**src/rtl/core/sdcp_pkg.sv**
```systemverilog
package sdcp_pkg;

  localparam int LINE_BYTES_DEF = 16;
  localparam int ID_LEN_DEF     = 29;
  localparam int ID_TEXT_LEN    = 29;

  localparam logic [11:0] RESET_LEVEL_RST = 12'h800;

  localparam logic [7:0] CH_LF    = 8'h0a;
  localparam logic [7:0] CH_CR    = 8'h0d;
  localparam logic [7:0] CH_SPACE = 8'h20;
  localparam logic [7:0] CH_DOT   = 8'h2e;
  localparam logic [7:0] CH_STAR  = 8'h2a;
  localparam logic [7:0] CH_QUERY = 8'h3f;
  localparam logic [7:0] CH_ONE   = 8'h31;
  localparam logic [7:0] CH_FOUR  = 8'h34;
  localparam logic [7:0] CH_E     = 8'h45;
  localparam logic [7:0] CH_R     = 8'h52;
  localparam logic [7:0] CH_S     = 8'h53;
  localparam logic [7:0] CH_T     = 8'h54;
  localparam logic [7:0] CH_I     = 8'h49;
  localparam logic [7:0] CH_D     = 8'h44;
  localparam logic [7:0] CH_N     = 8'h4e;

  localparam logic [7:0] ID_ROM [0:ID_TEXT_LEN-1] = '{
    8'h53, 8'h45, 8'h52, 8'h49, 8'h41, 8'h4c, 8'h20, 8'h51,
    8'h55, 8'h41, 8'h44, 8'h20, 8'h44, 8'h41, 8'h43, 8'h20,
    8'h31, 8'h32, 8'h2d, 8'h42, 8'h49, 8'h54, 8'h20, 8'h52,
    8'h45, 8'h56, 8'h2e, 8'h20, 8'h33
  };

  typedef struct packed {
    logic        tx_valid;
    logic [7:0]  tx_byte;
    logic        dac_valid;
    logic [2:0]  dac_channel;
    logic [11:0] dac_value;
    logic        last;
  } result_t;

  typedef struct packed {
    logic       ok;
    logic [3:0] val;
  } hex_t;

  function automatic logic [7:0] id_char(input logic [5:0] idx);
    logic [7:0] c;
    if (idx < 6'(ID_TEXT_LEN)) begin
      c = ID_ROM[idx[4:0]];
    end else begin
      c = CH_DOT;
    end
    return c;
  endfunction

  function automatic hex_t hex_digit(input logic [7:0] c);
    hex_t h;
    h.ok  = 1'b1;
    h.val = 4'd0;
    if (c >= 8'h30 && c <= 8'h39) begin
      h.val = 4'(c - 8'h30);
    end else if (c >= 8'h61 && c <= 8'h66) begin
      h.val = 4'(c - 8'h57);
    end else if (c >= 8'h41 && c <= 8'h46) begin
      h.val = 4'(c - 8'h37);
    end else begin
      h.ok = 1'b0;
    end
    return h;
  endfunction

endpackage

```
**src/rtl/core/serial_dac_command_parser_top.sv**
```systemverilog
// Serial command parser for a four-channel 12-bit DAC.
// s_tdata carries one received ASCII byte per transaction. CR is ignored;
// other bytes are stored in a line memory (LINE_BYTES-1 deep, extra bytes
// dropped) until LF closes a non-empty line. The line is then decoded:
// "*IDN?" returns the identity text and LF, "*RST" writes reset_level to
// all four channels and echoes "*RST" LF, "<1-4> <hex>" writes one channel
// and echoes the line and LF, anything else returns "ERR" LF.
// m_tuser flags a reply byte (bit 0) or a DAC write (bit 1); m_tlast marks
// the final result of a line.
// Sequence: after LF the parser reads back up to six stored bytes through
// the memory's registered read port, decodes them, then emits one result
// per cycle while m_tready is high: up to ID_LEN+1 results, 9 for "*RST".
// s_tready is low during this time.
// The output register holds its result while m_tready is low and emission
// pauses; a new byte may be taken while the last result still waits.
// Reset clears the line, drops any pending result and sets reset_level to
// 0x800. cfg_wr_en/cfg_wr_data write reset_level.
module serial_dac_command_parser_top #(
  parameter int LINE_BYTES = sdcp_pkg::LINE_BYTES_DEF,
  parameter int ID_LEN     = sdcp_pkg::ID_LEN_DEF
) (
  input  logic        clk,
  input  logic        rst,
  input  logic        s_tvalid,
  output logic        s_tready,
  input  logic [7:0]  s_tdata,   // [7:0] rx_byte
  output logic        m_tvalid,
  input  logic        m_tready,
  output logic [23:0] m_tdata,   // [7:0] tx_byte, [10:8] dac_channel, [22:11] dac_value
  output logic [1:0]  m_tuser,   // [0] tx_valid, [1] dac_valid
  output logic        m_tlast,
  input  logic        cfg_wr_en,
  input  logic [11:0] cfg_wr_data
);

  localparam int DEPTH = LINE_BYTES - 1;
  localparam int AW    = $clog2(DEPTH);

  logic [11:0]       reset_level;
  sdcp_pkg::result_t res;
  logic              mem_wr_en;
  logic [AW-1:0]     mem_wr_addr;
  logic [7:0]        mem_wr_data;
  logic [AW-1:0]     mem_rd_addr;
  logic [7:0]        mem_rd_data;

  always_ff @(posedge clk) begin
    if (rst) begin
      reset_level <= sdcp_pkg::RESET_LEVEL_RST;
    end else if (cfg_wr_en) begin
      reset_level <= cfg_wr_data;
    end
  end

  sdcp_line_mem #(
    .DEPTH (DEPTH),
    .AW    (AW)
  ) u_mem (
    .clk     (clk),
    .wr_en   (mem_wr_en),
    .wr_addr (mem_wr_addr),
    .wr_data (mem_wr_data),
    .rd_addr (mem_rd_addr),
    .rd_data (mem_rd_data)
  );

  sdcp_parser #(
    .LINE_BYTES (LINE_BYTES),
    .ID_LEN     (ID_LEN),
    .DEPTH      (DEPTH),
    .AW         (AW)
  ) u_parser (
    .clk         (clk),
    .rst         (rst),
    .in_valid    (s_tvalid),
    .in_data     (s_tdata),
    .in_ready    (s_tready),
    .reset_level (reset_level),
    .res_valid   (m_tvalid),
    .res         (res),
    .res_ready   (m_tready),
    .mem_wr_en   (mem_wr_en),
    .mem_wr_addr (mem_wr_addr),
    .mem_wr_data (mem_wr_data),
    .mem_rd_addr (mem_rd_addr),
    .mem_rd_data (mem_rd_data)
  );

  assign m_tdata = {1'b0, res.dac_value, res.dac_channel, res.tx_byte};
  assign m_tuser = {res.dac_valid, res.tx_valid};
  assign m_tlast = res.last;

endmodule

```
**src/rtl/core/sdcp_line_mem.sv**
```systemverilog
module sdcp_line_mem #(
  parameter int DEPTH = sdcp_pkg::LINE_BYTES_DEF - 1,
  parameter int AW    = $clog2(DEPTH)
) (
  input  logic          clk,
  input  logic          wr_en,
  input  logic [AW-1:0] wr_addr,
  input  logic [7:0]    wr_data,
  input  logic [AW-1:0] rd_addr,
  output logic [7:0]    rd_data
);

  logic [7:0] mem [0:DEPTH-1];

  always_ff @(posedge clk) begin
    if (wr_en) begin
      mem[wr_addr] <= wr_data;
    end
  end

  always_ff @(posedge clk) begin
    rd_data <= mem[rd_addr];
  end

endmodule

```
**src/rtl/core/sdcp_parser.sv**
```systemverilog
module sdcp_parser #(
  parameter int LINE_BYTES = sdcp_pkg::LINE_BYTES_DEF,
  parameter int ID_LEN     = sdcp_pkg::ID_LEN_DEF,
  parameter int DEPTH      = LINE_BYTES - 1,
  parameter int AW         = $clog2(DEPTH)
) (
  input  logic                clk,
  input  logic                rst,
  input  logic                in_valid,
  input  logic [7:0]          in_data,
  output logic                in_ready,
  input  logic [11:0]         reset_level,
  output logic                res_valid,
  output sdcp_pkg::result_t   res,
  input  logic                res_ready,
  output logic                mem_wr_en,
  output logic [AW-1:0]       mem_wr_addr,
  output logic [7:0]          mem_wr_data,
  output logic [AW-1:0]       mem_rd_addr,
  input  logic [7:0]          mem_rd_data
);

  localparam int FW = $clog2(LINE_BYTES);
  localparam int CW = $clog2(ID_LEN + 10);

  localparam logic [1:0] ST_IDLE  = 2'd0;
  localparam logic [1:0] ST_SCAN  = 2'd1;
  localparam logic [1:0] ST_CLASS = 2'd2;
  localparam logic [1:0] ST_EMIT  = 2'd3;

  localparam logic [1:0] K_IDN = 2'd0;
  localparam logic [1:0] K_RST = 2'd1;
  localparam logic [1:0] K_SET = 2'd2;
  localparam logic [1:0] K_ERR = 2'd3;

  localparam logic [2:0] SCAN_LAST = 3'd5;

  logic [1:0]    state;
  logic [FW-1:0] fill;
  logic [2:0]    scan_idx;
  logic [2:0]    len;
  logic [7:0]    b [0:4];
  logic [1:0]    kind;
  logic [2:0]    dac_ch;
  logic [11:0]   dac_val;
  logic [CW-1:0] cnt;

  logic                in_accept;
  logic                is_cr;
  logic                is_lf;
  logic                scan_end;
  logic [1:0]          kind_next;
  logic [11:0]         hex_next;
  logic                hex_ok;
  sdcp_pkg::hex_t      hd;
  logic [2:0]          echo_idx;
  sdcp_pkg::result_t   emit_res;
  logic                load;

  assign in_ready  = (state == ST_IDLE);
  assign in_accept = in_valid && in_ready;
  assign is_cr     = (in_data == sdcp_pkg::CH_CR);
  assign is_lf     = (in_data == sdcp_pkg::CH_LF);

  assign mem_wr_en   = in_accept && !is_cr && !is_lf && (fill < FW'(DEPTH));
  assign mem_wr_addr = fill[AW-1:0];
  assign mem_wr_data = in_data;
  assign mem_rd_addr = (state == ST_SCAN) ? AW'(scan_idx + 3'd1) : '0;

  assign scan_end = (FW'(scan_idx) >= fill) || (mem_rd_data == 8'h00);

  always_comb begin
    hex_ok   = 1'b1;
    hex_next = 12'd0;
    for (int i = 2; i < 5; i++) begin
      hd = sdcp_pkg::hex_digit(b[i]);
      if (3'(i) < len) begin
        if (!hd.ok) begin
          hex_ok = 1'b0;
        end
        hex_next = {hex_next[7:0], hd.val};
      end
    end
    if (len == 3'd5 && b[0] == sdcp_pkg::CH_STAR && b[1] == sdcp_pkg::CH_I &&
        b[2] == sdcp_pkg::CH_D && b[3] == sdcp_pkg::CH_N &&
        b[4] == sdcp_pkg::CH_QUERY) begin
      kind_next = K_IDN;
    end else if (len == 3'd4 && b[0] == sdcp_pkg::CH_STAR &&
                 b[1] == sdcp_pkg::CH_R && b[2] == sdcp_pkg::CH_S &&
                 b[3] == sdcp_pkg::CH_T) begin
      kind_next = K_RST;
    end else if (len >= 3'd3 && len <= 3'd5 && b[0] >= sdcp_pkg::CH_ONE &&
                 b[0] <= sdcp_pkg::CH_FOUR && b[1] == sdcp_pkg::CH_SPACE &&
                 hex_ok) begin
      kind_next = K_SET;
    end else begin
      kind_next = K_ERR;
    end
  end

  always_comb begin
    emit_res = '0;
    echo_idx = (kind == K_RST) ? 3'(cnt - CW'(4)) : 3'(cnt - CW'(1));
    unique case (kind)
      K_IDN: begin
        emit_res.tx_valid = 1'b1;
        if (cnt == CW'(ID_LEN)) begin
          emit_res.tx_byte = sdcp_pkg::CH_LF;
          emit_res.last    = 1'b1;
        end else begin
          emit_res.tx_byte = sdcp_pkg::id_char(6'(cnt));
        end
      end
      K_RST: begin
        if (cnt < CW'(4)) begin
          emit_res.dac_valid   = 1'b1;
          emit_res.dac_channel = 3'(cnt + CW'(1));
          emit_res.dac_value   = reset_level;
        end else if (cnt < CW'(8)) begin
          emit_res.tx_valid = 1'b1;
          emit_res.tx_byte  = b[echo_idx];
        end else begin
          emit_res.tx_valid = 1'b1;
          emit_res.tx_byte  = sdcp_pkg::CH_LF;
          emit_res.last     = 1'b1;
        end
      end
      K_SET: begin
        if (cnt == '0) begin
          emit_res.dac_valid   = 1'b1;
          emit_res.dac_channel = dac_ch;
          emit_res.dac_value   = dac_val;
        end else if (cnt <= CW'(len)) begin
          emit_res.tx_valid = 1'b1;
          emit_res.tx_byte  = b[echo_idx];
        end else begin
          emit_res.tx_valid = 1'b1;
          emit_res.tx_byte  = sdcp_pkg::CH_LF;
          emit_res.last     = 1'b1;
        end
      end
      K_ERR: begin
        emit_res.tx_valid = 1'b1;
        if (cnt == CW'(0)) begin
          emit_res.tx_byte = sdcp_pkg::CH_E;
        end else if (cnt < CW'(3)) begin
          emit_res.tx_byte = sdcp_pkg::CH_R;
        end else begin
          emit_res.tx_byte = sdcp_pkg::CH_LF;
          emit_res.last    = 1'b1;
        end
      end
      default: emit_res = '0;
    endcase
  end

  assign load = (state == ST_EMIT) && (!res_valid || res_ready);

  always_ff @(posedge clk) begin
    if (rst) begin
      state     <= ST_IDLE;
      fill      <= '0;
      res_valid <= 1'b0;
    end else begin
      if (load) begin
        res_valid <= 1'b1;
      end else if (res_ready) begin
        res_valid <= 1'b0;
      end
      unique case (state)
        ST_IDLE: begin
          if (in_accept) begin
            if (is_lf) begin
              if (fill != '0) begin
                state <= ST_SCAN;
              end
            end else if (mem_wr_en) begin
              fill <= fill + FW'(1);
            end
          end
        end
        ST_SCAN: begin
          if (scan_end || scan_idx == SCAN_LAST) begin
            state <= ST_CLASS;
          end
        end
        ST_CLASS: begin
          state <= ST_EMIT;
          fill  <= '0;
        end
        ST_EMIT: begin
          if (load && emit_res.last) begin
            state <= ST_IDLE;
          end
        end
        default: state <= ST_IDLE;
      endcase
    end
  end

  always_ff @(posedge clk) begin
    if (load) begin
      res <= emit_res;
      cnt <= cnt + CW'(1);
    end
    unique case (state)
      ST_IDLE: begin
        scan_idx <= '0;
      end
      ST_SCAN: begin
        if (scan_end) begin
          len <= scan_idx;
        end else begin
          if (scan_idx != SCAN_LAST) begin
            b[scan_idx] <= mem_rd_data;
          end else begin
            len <= 3'd6;
          end
          scan_idx <= scan_idx + 3'd1;
        end
      end
      ST_CLASS: begin
        kind    <= kind_next;
        dac_ch  <= 3'(b[0] - 8'h30);
        dac_val <= hex_next;
        cnt     <= '0;
      end
      default: ;
    endcase
  end

endmodule

```
**config.mk**
```make
export PLATFORM = sky130hd
export DESIGN_NAME = serial_dac_command_parser_top
export DESIGN_NICKNAME = d
export VERILOG_FILES = /design/src/rtl/core/sdcp_pkg.sv /design/src/rtl/core/serial_dac_command_parser_top.sv /design/src/rtl/core/sdcp_line_mem.sv /design/src/rtl/core/sdcp_parser.sv
export SDC_FILE = /design/constraint.sdc
export NUM_CORES = 1
export LEC_CHECK = 0
export ABC_AREA = 1
export BUFFER_PORTS_ARGS = -buffer_cell sky130_fd_sc_hd__buf_2
export CAP_MARGIN = 15
export CORE_MARGIN = 2
export CORE_UTILIZATION = 25
export CTS_BUF_LIST = sky130_fd_sc_hd__clkbuf_4 sky130_fd_sc_hd__clkbuf_8
export DETAILED_ROUTE_END_ITERATION = 8
export PLACE_DENSITY = 0.41
export SLEW_MARGIN = 20
export SYNTH_ARGS = -nofsm -noshare
export SYNTH_HDL_FRONTEND = slang
export SYNTH_HIERARCHICAL = 1
export SYNTH_SLANG_ARGS = --single-unit
```
**constraint.sdc**
```tcl
create_clock -name clk -period 5.2 [get_ports clk]
set_input_delay 1.04 -clock clk [delete_from_list [all_inputs] [get_ports clk]]
set_output_delay 1.04 -clock clk [all_outputs]
set_load 0.03 [all_outputs]
```
==> run summary <==
Total GRT Usage - 13.5%
Sw frac - 22.0%
Hold Path Depth - 2
IO Pins - 54
WP data required - 5400 ps
RSZ-0062 raised after global routing - false
Top FF cell, synth - edfxtp_1
Bufs on Longest Clock Path - 3
Hold slack - 474 ps
Cells on worst reg2reg path - 11
EDFF count, synth - 233
Clock Power Share - 42.8%
Commonest cells after routing, fill and taps aside - nand2_1, edfxtp_1, inv_1, nand3_1, nor2_1
Vias in the first global route - 9193
Total number of vias - 9288
WL/cell - 17.0 um
Synth top area share - 54.2%
Clk_skew - 23.6 ps
DR vias/cell - 4.39
Number of diodes - 0
Run status - finished, final reports clean
Post-CTS Resized - 0
Max-cap violations - 0
Final HPWL DP - 25300 um
GR Overflow Total - 0
Design area - 14600 um^2
Sequential-to-total area share from yosys stat - 59.3%
Share of layout cells above drive strength 1 - 12.0%
Hold Path Class - flop to flop
FF-to-FF Start - u_parser/mem_wr_addr[2]$_SDFFE_PP0P_
# nets final - 1467
Seq pwr share - 55.0%
Routed WL - 35900 um
Later-pin clock latency in the skew report - 590 ps
Iteration-0 DRC Markers - 548
Synthesized area - 12900 um^2
Crit path kind - flop to flop
Tot Pwr - 4.30 mW
Multi-input logic area - 4200 um^2
Cell taking the most area after synthesis - edfxtp_1
GPL Wtd Cong - 0.826
CTS tree - built
First-pass GRT wire length - 55200 um
Die X - 231 um
# rows - 83
Root Driver - clkbuf_8
Die Y - 231 um
Post-synth net total - 1419
Die area - 53500 um^2
CTS Hold Bufs - 0
R2r setup slk - 2250 ps
Crit path max fanout - 9
Least-Margin Pin Slew - 1010 ps
Register Area - 7660 um^2
WHS Endpoint - reset_level[2]$_SDFFE_PP0P_
Post-Syn Instances - 1356
Setup crit start kind - flop
Worst R2R End - u_parser/b[0][0]$_DFFE_PP_
Drt first pass iters - 5
Post-DP Area - 13700 um^2
Endpoint class of the critical path - flop
Pre-CTS setup slack - 1990 ps
Gate power share - 2.2%
Post-route ant nets - 0
Filler cell count - 5396
Final setup vio count - 0
Period utilisation layout - 56.7%
Setup Fix Bufs, Post-CTS - 0
Leakage - 5.77 nW
Pint - 3.35 mW
Largest net degree at the start of global routing - 57
H-tree levels - 2
Fin Setup TNS - 0 ps
Initial antenna violation count - 0
Initial Util - 25.2%
Placeable Area - 51200 um^2
Area grow syn2layout - 13.1%
Reg clk slew, reported paths - 60 ps
Worst EP arrival - 3150 ps
Final WS setup - 2250 ps
Peak supply drop - 0.178 mV
Clock buffer count from CTS - 45
Slew margin rel. - 33.0%
Netlist cell types - 47
Post-layout min period - 2950 ps
PwrDens - 295 nW/um^2
Pins Over Slew Limit - 0
Max Freq - 0.339 GHz
Async SR Flop Fraction - 0%
Buffers on Ports - 52
P_sw - 0.947 mW
Final Hold Viols - 0
Hold path startpoint - reset_level[2]$_SDFFE_PP0P_
Synth Register Bits - 266
TritonCTS Sinks - 266
Dominant cells by area after synthesis - edfxtp_1, nand2_1, nand3_1
DRC - 0
Syn avg cell area - 9.52 um^2
Synth warn - 6
Most common cell after layout, fill and taps aside - nand2_1
==> Yosys cell counts, types with 18 or more instances <==
master,number
o21ai_1,24
dfxtp_1,33
nand2_1,343
ha_1,38
inv_1,175
edfxtp_1,233
nor2_1,107
nand3_1,151
buf_4,19
nand4_1,21
a21oi_1,53
o21ai_0,24
buf_2,26
o211ai_1,18
==> worst max path at each step <==
stage	start	endpoint	slack (ps)
2_1_floorplan	s_tdata[1]	u_mem/mem[8][0]$_DFFE_PP_	2740
3_3_place_gp	s_tdata[7]	u_mem/mem[7][4]$_DFFE_PP_	2010
3_5_place_dp	s_tdata[2]	u_mem/mem[6][6]$_DFFE_PP_	1990
4_1_cts	u_parser/scan_idx[0]$_SDFFCE_PN0P_	u_mem/rd_data[5]$_DFF_P_	2180
5_1_grt	u_parser/mem_wr_addr[2]$_SDFFE_PP0P_	u_parser/b[0][7]$_DFFE_PP_	1880
6_report	u_parser/mem_wr_addr[2]$_SDFFE_PP0P_	u_parser/b[0][0]$_DFFE_PP_	2250
==> per-stage QoR <==
stage                     util, %  instances
after floorplan                 -       1356
after global placement       26.8       2037
after detailed placement     26.8       2037
after CTS                    28.5       2117
after global routing         28.5       2117
final                        28.5       2117
==> state kept, by name (all words and copies together) (netlist names) <==
register              count
u_parser/state            2
u_mem/mem               120
u_parser/b               64
u_parser/scan_idx         3
u_parser/dac_ch           3
u_parser/dac_val         12
u_mem/rd_data             8
u_parser/res_valid        1
u_parser/len              3
u_parser/kind             2
reset_level              12
u_parser/mem_wr_addr      4
u_parser/res             26
u_parser/cnt              6
==> critical path, cell delays in order, from the launching register on <==
cell and delay (ps):
dfxtp_1 580, inv_1 120, ha_1 300, inv_1 50, nor2_1 40, nand3_1 90
nand3_1 90, nor2_2 180, nand3_1 180, inv_1 110, nand2_1 160, nor2_1 650
==> area by class of cell <==
cell class | count | share of cell area, %
Clock inverter | 21 | 0.883
Timing Repair Buffer | 56 | 1.99
Multi-Input combinational cell | 843 | 28.8
Clock buffer | 59 | 5.09
Inverter | 192 | 4.94
Sequential cell | 266 | 52.5
Tap cell | 680 | 5.83
==> power groups by stage <==
stage,clock network (mW),registers [mW],logic [mW]
after detailed placement,0,2.41,0.0987
after global placement,0,2.41,0.0987
final,1.84,2.37,0.0962
after CTS,1.91,2.37,0.0992
after global routing,2.00,2.37,0.112
after floorplan,0,2.40,0.0638
==> layer usage <==
layer | part of all wire, % | vias up | track usage, %
li1 | - | 4612 | -
met1 | 45 | 4374 | 17.7
met2 | 48 | 228 | 22.7
met3 | 4.5 | 74 | 2.40
met4 | 2.6 | 0 | 4.29
met5 | 0 | - | 0
==> kinds of logic (layout without fill, tap and decap cells) <==
| logic type | Yosys count | in the layout | synth area share, % |
|---|---|---|---|
| simple gates | 660 | 660 | 22.0 |
| flops | 266 | 266 | 59.3 |
| buf+inv | 247 | 328 | 8.28 |
| compound gates | 136 | 136 | 6.09 |
| fa+ha+maj | 38 | 38 | 3.68 |
| xor+xnor | 8 | 8 | 0.543 |
| other cells | 1 | 1 | 0.0291 |
Power figures use the tool's default switching activity.
